$ cat src/u8u16_pkg.sv
// Shared types and constants for the UTF-8 to UTF-16 path decoder.
package u8u16_pkg;

    localparam int unsigned CP_W   = 21;
    localparam int unsigned UNIT_W = 16;
    localparam int unsigned BYTE_W = 8;

    localparam logic [CP_W-1:0]   MAX_CODE_POINT = 21'h10FFFF;
    localparam logic [CP_W-1:0]   BMP_LIMIT      = 21'h010000;
    localparam logic [CP_W-1:0]   SLASH_CP       = 21'h00002F;
    localparam logic [CP_W-1:0]   BACKSLASH_CP   = 21'h00005C;
    localparam logic [UNIT_W-1:0] SURR_HI_OFFSET = 16'hD7C0;
    localparam logic [UNIT_W-1:0] SURR_LO_BASE   = 16'hDC00;

    localparam logic [BYTE_W-1:0] LEAD_MIN      = 8'hC2;
    localparam logic [BYTE_W-1:0] LEAD_3B_START = 8'hE0;
    localparam logic [BYTE_W-1:0] LEAD_4B_START = 8'hF0;
    localparam logic [BYTE_W-1:0] LEAD_END      = 8'hF8;

    // One result item.
    typedef struct packed {
        logic [UNIT_W-1:0] code_unit;
        logic              run_last;
        logic              error;
        logic              string_end;
    } result_t;

    // What the decoder produces for one input item: zero, one or two results.
    typedef struct packed {
        logic [1:0] count;
        result_t    res0;
        result_t    res1;
    } dec_out_t;

endpackage

$ cat src/u8u16_decode.sv
// Byte decoder: holds the per-string state and turns one byte into its results.
module u8u16_decode
(
    input  logic                         clk,
    input  logic                         rst_n,
    input  logic                         step,
    input  logic [u8u16_pkg::BYTE_W-1:0] in_byte,
    input  logic                         end_of_string,
    input  logic                         map_slash,
    output u8u16_pkg::dec_out_t          dec_out
);

    logic [u8u16_pkg::CP_W-1:0] acc_reg, acc_next;
    logic [1:0]                 rem_reg, rem_next;
    logic                       disc_reg, disc_next;

    logic [u8u16_pkg::CP_W-1:0] cp;
    logic [u8u16_pkg::CP_W-1:0] cp_mapped;
    logic                       emit;
    logic                       err;

    always_comb
    begin
        acc_next  = acc_reg;
        rem_next  = rem_reg;
        disc_next = disc_reg;
        cp        = '0;
        cp_mapped = '0;
        emit      = 1'b0;
        err       = 1'b0;
        dec_out   = '0;

        if (disc_reg)
        begin
            if (end_of_string)
            begin
                disc_next = 1'b0;
            end
        end
        else if (rem_reg != 2'd0)
        begin
            if (in_byte[7:6] != 2'b10)
            begin
                err = 1'b1;
            end
            else
            begin
                cp = {acc_reg[u8u16_pkg::CP_W-7:0], in_byte[5:0]};
                if (rem_reg == 2'd1)
                begin
                    emit = 1'b1;
                end
                else
                begin
                    acc_next = cp;
                    rem_next = rem_reg - 2'd1;
                    err      = end_of_string;
                end
            end
        end
        else
        begin
            if (!in_byte[7])
            begin
                cp   = {{(u8u16_pkg::CP_W-u8u16_pkg::BYTE_W){1'b0}}, in_byte};
                emit = 1'b1;
            end
            else if (in_byte < u8u16_pkg::LEAD_MIN || in_byte >= u8u16_pkg::LEAD_END)
            begin
                err = 1'b1;
            end
            else
            begin
                if (in_byte < u8u16_pkg::LEAD_3B_START)
                begin
                    acc_next = {{(u8u16_pkg::CP_W-5){1'b0}}, in_byte[4:0]};
                    rem_next = 2'd1;
                end
                else if (in_byte < u8u16_pkg::LEAD_4B_START)
                begin
                    acc_next = {{(u8u16_pkg::CP_W-4){1'b0}}, in_byte[3:0]};
                    rem_next = 2'd2;
                end
                else
                begin
                    acc_next = {{(u8u16_pkg::CP_W-3){1'b0}}, in_byte[2:0]};
                    rem_next = 2'd3;
                end
                err = end_of_string;
            end
        end

        if (emit)
        begin
            acc_next = '0;
            rem_next = 2'd0;
            if (cp > u8u16_pkg::MAX_CODE_POINT)
            begin
                err = 1'b1;
            end
            else
            begin
                cp_mapped = (map_slash && cp == u8u16_pkg::SLASH_CP) ?
                            u8u16_pkg::BACKSLASH_CP : cp;
                if (cp_mapped < u8u16_pkg::BMP_LIMIT)
                begin
                    dec_out.count = 2'd1;
                    dec_out.res0  = '{code_unit:  cp_mapped[u8u16_pkg::UNIT_W-1:0],
                                      run_last:   1'b1,
                                      error:      1'b0,
                                      string_end: end_of_string};
                end
                else
                begin
                    // Surrogate pair: the high half never closes the string.
                    dec_out.count = 2'd2;
                    dec_out.res0  = '{code_unit:  {5'd0, cp_mapped[20:10]} +
                                                  u8u16_pkg::SURR_HI_OFFSET,
                                      run_last:   1'b0,
                                      error:      1'b0,
                                      string_end: 1'b0};
                    dec_out.res1  = '{code_unit:  u8u16_pkg::SURR_LO_BASE |
                                                  {6'd0, cp_mapped[9:0]},
                                      run_last:   1'b1,
                                      error:      1'b0,
                                      string_end: end_of_string};
                end
            end
        end

        if (err)
        begin
            dec_out.count = 2'd1;
            dec_out.res0  = '{code_unit:  '0,
                              run_last:   1'b1,
                              error:      1'b1,
                              string_end: end_of_string};
            dec_out.res1  = '0;
            acc_next      = '0;
            rem_next      = 2'd0;
            disc_next     = !end_of_string;
        end
    end

    always_ff @(posedge clk or negedge rst_n)
    begin
        if (!rst_n)
        begin
            acc_reg  <= '0;
            rem_reg  <= 2'd0;
            disc_reg <= 1'b0;
        end
        else if (step)
        begin
            acc_reg  <= acc_next;
            rem_reg  <= rem_next;
            disc_reg <= disc_next;
        end
    end

    // Entering the discard state always clears any partial sequence.
    assert property (@(posedge clk) disable iff (!rst_n)
        disc_reg |-> (rem_reg == 2'd0 && acc_reg == '0))
    else $error("discarding with a partial sequence held");

endmodule

$ cat src/u8u16_outq.sv
// Two-entry result queue between the decoder and the output stream.
module u8u16_outq
(
    input  logic                clk,
    input  logic                rst_n,
    input  logic                offer,
    input  u8u16_pkg::dec_out_t dec_out,
    output logic                take,
    output logic                head_valid,
    output u8u16_pkg::result_t  head,
    input  logic                pop_ready
);

    u8u16_pkg::result_t ent_reg  [2];
    u8u16_pkg::result_t ent_next [2];
    logic [1:0]         cnt_reg, cnt_next;
    logic [1:0]         after_pop;
    logic               pop;

    assign head_valid = (cnt_reg != 2'd0);
    assign head       = ent_reg[0];
    assign pop        = head_valid && pop_ready;
    assign after_pop  = cnt_reg - {1'b0, pop};
    assign take       = offer && ({1'b0, after_pop} + {1'b0, dec_out.count} <= 3'd2);

    always_comb
    begin
        ent_next[0] = pop ? ent_reg[1] : ent_reg[0];
        ent_next[1] = ent_reg[1];
        cnt_next    = after_pop;
        if (take)
        begin
            cnt_next = after_pop + dec_out.count;
            if (after_pop == 2'd0)
            begin
                ent_next[0] = dec_out.res0;
                ent_next[1] = dec_out.res1;
            end
            else if (after_pop == 2'd1 && dec_out.count != 2'd0)
            begin
                ent_next[1] = dec_out.res0;
            end
        end
    end

    always_ff @(posedge clk or negedge rst_n)
    begin
        if (!rst_n)
        begin
            cnt_reg <= 2'd0;
        end
        else
        begin
            cnt_reg <= cnt_next;
        end
    end

    always_ff @(posedge clk)
    begin
        ent_reg[0] <= ent_next[0];
        ent_reg[1] <= ent_next[1];
    end

    assert property (@(posedge clk) disable iff (!rst_n)
        cnt_reg <= 2'd2)
    else $error("result queue overfilled");

endmodule

$ cat src/utf8_to_utf16_path_decoder_core.sv
// Top level of the UTF-8 to UTF-16 path decoder with optional slash mapping.
// A byte accepted on s_* is held in the input register, and its results are written
// into the result queue, whose head drives m_*.
// The block takes one byte per cycle while m_tready is high; a surrogate pair needs four
// input bytes, so its two items drain through the two-entry queue without a stall.
// Reset (rst_n low, asynchronous) empties both stages, clears the decode state
// and sets map_slash to 1.
module utf8_to_utf16_path_decoder_core
(
    input  logic        clk,
    input  logic        rst_n,

    // Configuration: map_slash register.
    input  logic        cfg_we,
    input  logic        cfg_wdata,

    // Input stream.
    input  logic        s_tvalid,
    output logic        s_tready,
    input  logic [7:0]  s_tdata,   // [7:0] in_byte
    input  logic        s_tlast,   // end_of_string

    // Output stream.
    output logic        m_tvalid,
    input  logic        m_tready,
    output logic [15:0] m_tdata,   // [15:0] code_unit
    output logic [1:0]  m_tuser,   // [0] run_last, [1] error
    output logic        m_tlast    // string_end
);

    logic                             map_slash_reg;
    logic                             in_valid_reg;
    logic [u8u16_pkg::BYTE_W-1:0]     in_byte_reg;
    logic                             in_eos_reg;
    logic                             in_fire;
    logic                             dec_take;
    u8u16_pkg::dec_out_t              dec_out;
    u8u16_pkg::result_t               head;

    // The user must write the slash mapping register only while the block is idle; the block does not enforce this.
    always_ff @(posedge clk or negedge rst_n)
    begin
        if (!rst_n)
        begin
            map_slash_reg <= 1'b1;
        end
        else if (cfg_we)
        begin
            map_slash_reg <= cfg_wdata;
        end
    end

    // The input register moves into decode whenever the result queue has room
    // for everything this byte produces; a byte with no result always moves.
    assign in_fire  = in_valid_reg && dec_take;
    assign s_tready = !in_valid_reg || in_fire;

    always_ff @(posedge clk or negedge rst_n)
    begin
        if (!rst_n)
        begin
            in_valid_reg <= 1'b0;
        end
        else if (s_tready)
        begin
            in_valid_reg <= s_tvalid;
        end
    end

    always_ff @(posedge clk)
    begin
        if (s_tready && s_tvalid)
        begin
            in_byte_reg <= s_tdata;
            in_eos_reg  <= s_tlast;
        end
    end

    // Decode state advances only when the held byte is consumed.
    u8u16_decode u_decode
    (
        .clk           (clk),
        .rst_n         (rst_n),
        .step          (in_fire),
        .in_byte       (in_byte_reg),
        .end_of_string (in_eos_reg),
        .map_slash     (map_slash_reg),
        .dec_out       (dec_out)
    );

    // The result queue decouples a stalled output from the input side.
    u8u16_outq u_outq
    (
        .clk        (clk),
        .rst_n      (rst_n),
        .offer      (in_valid_reg),
        .dec_out    (dec_out),
        .take       (dec_take),
        .head_valid (m_tvalid),
        .head       (head),
        .pop_ready  (m_tready)
    );

    assign m_tdata = head.code_unit;
    assign m_tuser = {head.error, head.run_last};
    assign m_tlast = head.string_end;

    // An error item carries no code unit and always ends its byte's run.
    assert property (@(posedge clk) disable iff (!rst_n)
        (m_tvalid && m_tuser[1]) |-> (m_tuser[0] && m_tdata == 16'h0000))
    else $error("malformed error item");

    // Only a high surrogate half leaves a run open, and it never ends a string.
    assert property (@(posedge clk) disable iff (!rst_n)
        (m_tvalid && !m_tuser[0]) |-> (m_tdata[15:10] == 6'b110110 && !m_tlast && !m_tuser[1]))
    else $error("open run on a non high-surrogate item");

endmodule
$ cat config.mk
export PLATFORM = sky130hd
export DESIGN_NAME = utf8_to_utf16_path_decoder_core
export DESIGN_NICKNAME = d
export VERILOG_FILES = /design/src/u8u16_pkg.sv /design/src/u8u16_decode.sv /design/src/u8u16_outq.sv /design/src/utf8_to_utf16_path_decoder_core.sv
export SDC_FILE = /design/constraint.sdc
export NUM_CORES = 1
export LEC_CHECK = 0
export BUFFER_PORTS_ARGS = -buffer_cell sky130_fd_sc_hd__buf_4
export CAP_MARGIN = 20
export CORE_UTILIZATION = 30
export DETAILED_ROUTE_END_ITERATION = 8
export GPL_ROUTABILITY_DRIVEN = 1
export PLACE_DENSITY = 0.49
export SLEW_MARGIN = 10
export SYNTH_ARGS = -nofsm -noshare
export SYNTH_HDL_FRONTEND = slang
export SYNTH_SLANG_ARGS = --single-unit
$ cat constraint.sdc
create_clock -name clk -period 4.7 [get_ports clk]
set_input_delay 0.235 -clock clk [delete_from_list [all_inputs] [get_ports clk]]
set_output_delay 0.235 -clock clk [all_outputs]
set_load 0.05 [all_outputs]
# Word-level counts from Yosys, hierarchy flattened

Memories as Yosys holds them, arrays and structs flattened.
Index checks and enable logic that the tools add are counted.
W data, S select, Z words.

$add $sub $neg: 5
$lt $le $gt $ge: 7
Equality and inequality tests: 8
Multiplexer cells: 52
Reductions and logical operators: 16

Operator list:

| operator                 | number |
|---|---|
| $mux W15                 | 8 |
| $mux W40                 | 3 |
| $mux W21                 | 5 |
| $mux W19                 | 5 |
| $mux W38                 | 1 |
| $lt A8 B8 Y1 const B     | 3 |
| $eq A21 B6 Y1 const B    | 1 |
| $gt A21 B21 Y1 const B   | 1 |
| $lt A21 B17 Y1 const B   | 1 |
| $mux W2                  | 10 |
| $mux W1                  | 17 |
| $add A12 B15 Y16 const B | 1 |
| $ge A8 B8 Y1 const B     | 1 |
| $ne A4 B2 Y1 const B     | 2 |
| $mux W7                  | 1 |
| $logic_and A1 B1 Y1      | 6 |
| $reduce_and A6 Y1        | 1 |
| $reduce_bool A2 Y1       | 3 |
| $mux W5                  | 1 |
| $eq A2 B1 Y1 const B     | 2 |
| $mux W4                  | 1 |
| $ne A4 B1 Y1 const B     | 1 |
| $reduce_bool A4 Y1       | 1 |
| $add A2 B2 Y3            | 1 |
| 9 further kinds          | 11 |

Register bits: 31
Memory bits (writable): 38
Input bits: 15
Output and inout bits: 21
Logic and storage cells: 97
Memories kept: 1

Memories:

| name           | words | width | rd ports | clocked after Yosys merged registers in | wr ports | RTL line         | text |
|---|---|---|---|---|---|---|---|
| u_outq.ent_reg | 2     | 19    | 2        | 0                                       | 2        | u8u16_outq.sv:14 | `u8u16_pkg::result_t ent_reg [2];` |

# Longest topological paths before layout

Depth after elaboration: 18
Mapped depth: 16
Gate-level depth less buffers: 13

# Hierarchy

From an unflattened synthesis, not the netlist that was laid out.

Cells, all modules: 350
Area total of the unflattened synthesis: 4013.8 um2

By module, submodules not included:

| module                          | instances | cells each | area an instance (um2) | seq. area each (um2) |
|---|---|---|---|---|
| u8u16_outq                      | 1         | 141        | 2011.9                 | 1001.0 |
| u8u16_decode                    | 1         | 193        | 1630.3                 | 450.4 |
| utf8_to_utf16_path_decoder_core | 1         | 16         | 371.6                  | 321.6 |

# Worst setup path before layout

No wires, ideal clock.

Path type: register to register
From: register, netlist name in_byte_reg[4]
To: memory u_outq.ent_reg[0][19] (netlist name), enable pin
Setup time: 0.374 ns
Arrival time: 3.304 ns
Required time: 4.326 ns
Slack: 1.022 ns
Stages on the path, launching flop included: 12
Buffers on the path: 1
Clock period less this slack: 3.678 ns
Cells stage by stage: edfxtp_1 -> or4_1 -> o211a_1 -> o311a_1 -> nor2_1 -> ha_1 -> inv_1 -> fa_1 -> nand2b_1 -> and3_1 -> clkbuf_1 -> o211a_1

RTL lines:

| element   | RTL line |
|---|---|
| to (decl) | u8u16_outq.sv:14 |

==> impl_metrics.json <==
{
  "crit_type": "reg -> reg",
  "drc": 0,
  "status": "completed",
  "cts_repair_resize_count": 0,
  "ys.flop_type": "edfxtp_1",
  "tns_ns": 0,
  "max_freq_ghz": 0.2514,
  "grt_max_degree": 23,
  "io_pins": 36,
  "rows": 40,
  "die_y_um": 112.8,
  "wl_per_cell_um": 18.89,
  "synth_top_cell_by_area": "edfxtp_1",
  "area_growth_pct": 15.91,
  "ys_top_cells_by_count": "31 x nand2_1, 28 x edfxtp_1, 27 x o21ai_0",
  "htreeDepth": 3,
  "drive_gt1_share_pct": 20.21,
  "yosysTopAreaCellShare_pct": 22.85,
  "start_util_pct": 30.76,
  "via_per_inst": 5.500,
  "end_kind": "flip-flop",
  "dp_hpwl_um": 7233,
  "drv_cap": 0,
  "grt_pass1_wl_um": 15910,
  "cts-root-buf": "clkbuf_16",
  "n_antenna_cell": 0,
  "drt-initial-drc-count": 243,
  "portBuffers": 35,
  "rr_startpoint": "in_byte_reg[4]",
  "worst_pin_slew_ns": 0.6789,
  "cp.required_ns": 4.96,
  "arrival_ns": 4.24,
  "syn-num-nets": 376,
  "synth.avg_cell_area_sq_um": 10.31,
  "clock_sinks": 69,
  "antenna_found_initial": 0,
  "final_cell_area_sq_um": 4265,
  "cp_max_fo": 20,
  "reg2reg_depth": 13,
  "synth_area_leaders": "edfxtp_1 23%, dfrtp_1 14%, dfxtp_1 10%, mux2i_1 3.8%, buf_4 3.7%",
  "slew_headroom_pct": 54.49,
  "synth-edff-count": 28,
  "synthArstFlopShare_pct": 31.88,
  "synthCells": 357,
  "final_nets": 395,
  "first_global_vias": 2931,
  "totalWireLength_um": 9976,
  "finalCriticalPeriod_ns": 3.977,
  "setup_viol": 0,
  "core_sq_um": 11960,
  "yosysWarnings": 0,
  "overflow": 0,
  "cts_made_buffers": 9,
  "clkTransAtPathRegs_ns": 0.05,
  "cp_cell_sequence": "or4_1 -> o211a_1 -> o311a_1 -> nor2_1 -> ha_1 -> inv_1 -> fa_1 -> nand2b_1 -> nand3_1 -> nor2_1 -> buf_4 -> nand2_1 -> o22ai_1",
  "place.gp.congestion": 0.8403,
  "cts_tree": "done",
  "holdCritStartpoint": "s_tdata[2]",
  "placed_area_sq_um": 3970,
  "synth_area_sq_um": 3680,
  "hold_viol_final": 0,
  "fp.dieW_um": 112.8,
  "ant_nets": 0,
  "hold_depth": 1,
  "cpPeakStageDelay_ns": 0.55,
  "yosysMostFrequentCell": "nand2_1",
  "grt_usage_pct": 16.66,
  "vias": 2904,
  "dr.pass1.iters": 5,
  "startpoint_type": "flip-flop",
  "dieArea_sq_um": 12710,
  "crit_path_frequent_cell": "nor2_1",
  "min_period_over_period_pct": 84.62,
  "ys_ff_latch": 69,
  "rsz0062_at_grt": "no",
  "ys_seq_area_share_pct": 48.18,
  "hold_class": "in -> reg",
  "clk_latency_ns": 0.33,
  "fin_skew_ns": 0.007809,
  "min_to": "in_byte_reg[2]",
  "synthDistinctLibCells": 67,
  "cts.path.max_buffers": 2,
  "r2r_slack_ns": 0.72,
  "drv_slew": 0,
  "largest_register_ffs": 38,
  "post-route-util_pct": 35.66,
  "slowest_stage": "or4_1",
  "r2r-end": "u_outq.ent_reg[0][5]"
}
==> logic make-up (layout without fill, tap and decap cells) <==
group / count (synthesis) / count (layout) / synth area share (%)
mux: 19 / 19 / 5.338
flops: 69 / 69 / 48.18
fa+ha+maj: 4 / 4 / 1.564
xor+xnor: 3 / 3 / 0.7142
compound gates: 107 / 107 / 20.30
buf+inv: 44 / 68 / 6.800
simple gates: 111 / 111 / 17.10
==> worst max-delay path by stage <==
stage | from | slack [ns] | to
floorplan | in_byte_reg[4] | 1.02 | u_outq.ent_reg[0][19]
global placement | in_byte_reg[4] | 0.89 | u_outq.ent_reg[0][5]
detailed placement | in_byte_reg[4] | 0.77 | u_outq.ent_reg[0][5]
CTS | in_byte_reg[4] | 0.74 | u_outq.ent_reg[0][5]
global route | in_byte_reg[4] | 0.47 | u_outq.ent_reg[0][5]
finish | in_byte_reg[4] | 0.72 | u_outq.ent_reg[0][5]
==> metrics by stage <==
step                      std cells  hold WS, ns  setup WS, ns
after detailed placement        511       0.1448        0.7738
final                           528      0.07790        0.7228
after floorplan                 357     -0.06059         1.022
after global placement          511       0.1421        0.8895
after global routing            528      0.06751        0.4654
after CTS                       528      0.06337        0.7351
==> worst max-delay path, delay by kind of cell (launching register included) <==
| kind | cells | cell delay (ns) |
|---|---|---|
| compound gates | 3 | 0.82 |
| fa+ha+maj | 2 | 0.64 |
| buf+inv | 2 | 0.36 |
| flops | 1 | 0.51 |
| simple gates | 6 | 1.57 |
==> final cells by class <==
type	instances	area, sq um
Timing Repair Buffer	44	332.8
Inverter	8	30.03
Tap cell	147	183.9
Fill cell	1208	7696
Clock buffer	12	236.5
Sequential cell	69	1773
Multi-Input combinational cell	244	1660
Clock inverter	4	48.80
==> routing by layer <==
| metal | vias up | GRT usage (%) | wire [um] |
|---|---|---|---|
| li1 | 1372 | - | - |
| met1 | 1409 | 22.66 | 4634 |
| met2 | 102 | 24.69 | 4431 |
| met3 | 21 | 4.446 | 640 |
| met4 | 0 | 7.733 | 268 |
| met5 | - | 0 | 0 |
==> cells in the final DEF (no fill, tap or decap), drive strengths merged, types with 3 or more instances in the layout <==
| cell type | n |
|---|---|
| a211oi | 6 |
| a21oi | 19 |
| a22o | 11 |
| a31oi | 6 |
| and2 | 7 |
| and3 | 3 |
| buf | 43 |
| clkbuf | 12 |
| dfrtp | 21 |
| dfxtp | 19 |
| edfxtp | 28 |
| ha | 3 |
| inv | 7 |
| mux2 | 5 |
| mux2i | 14 |
| nand2 | 31 |
| nand2b | 4 |
| nand3 | 14 |
| nand4 | 3 |
| nor2 | 19 |
| nor2b | 3 |
| nor3 | 8 |
| nor4 | 4 |
| o211ai | 3 |
| o21ai | 27 |
| o221a | 3 |
| o22ai | 8 |
| o31ai | 4 |
| or3 | 4 |
==> what timing repair did <==
| action | in CTS | in global routing |
|---|---|---|
| endpoints found under the setup margin | 0 | 0 |
| hold buffers | 1 | 0 |
| endpoints found under the hold margin | 21 | 0 |
| buffers inserted | 0 | 0 |
Power is left out: the tool's default activity adds up to more than one toggle a clock period on the data nets, which glitch-free logic cannot reach.
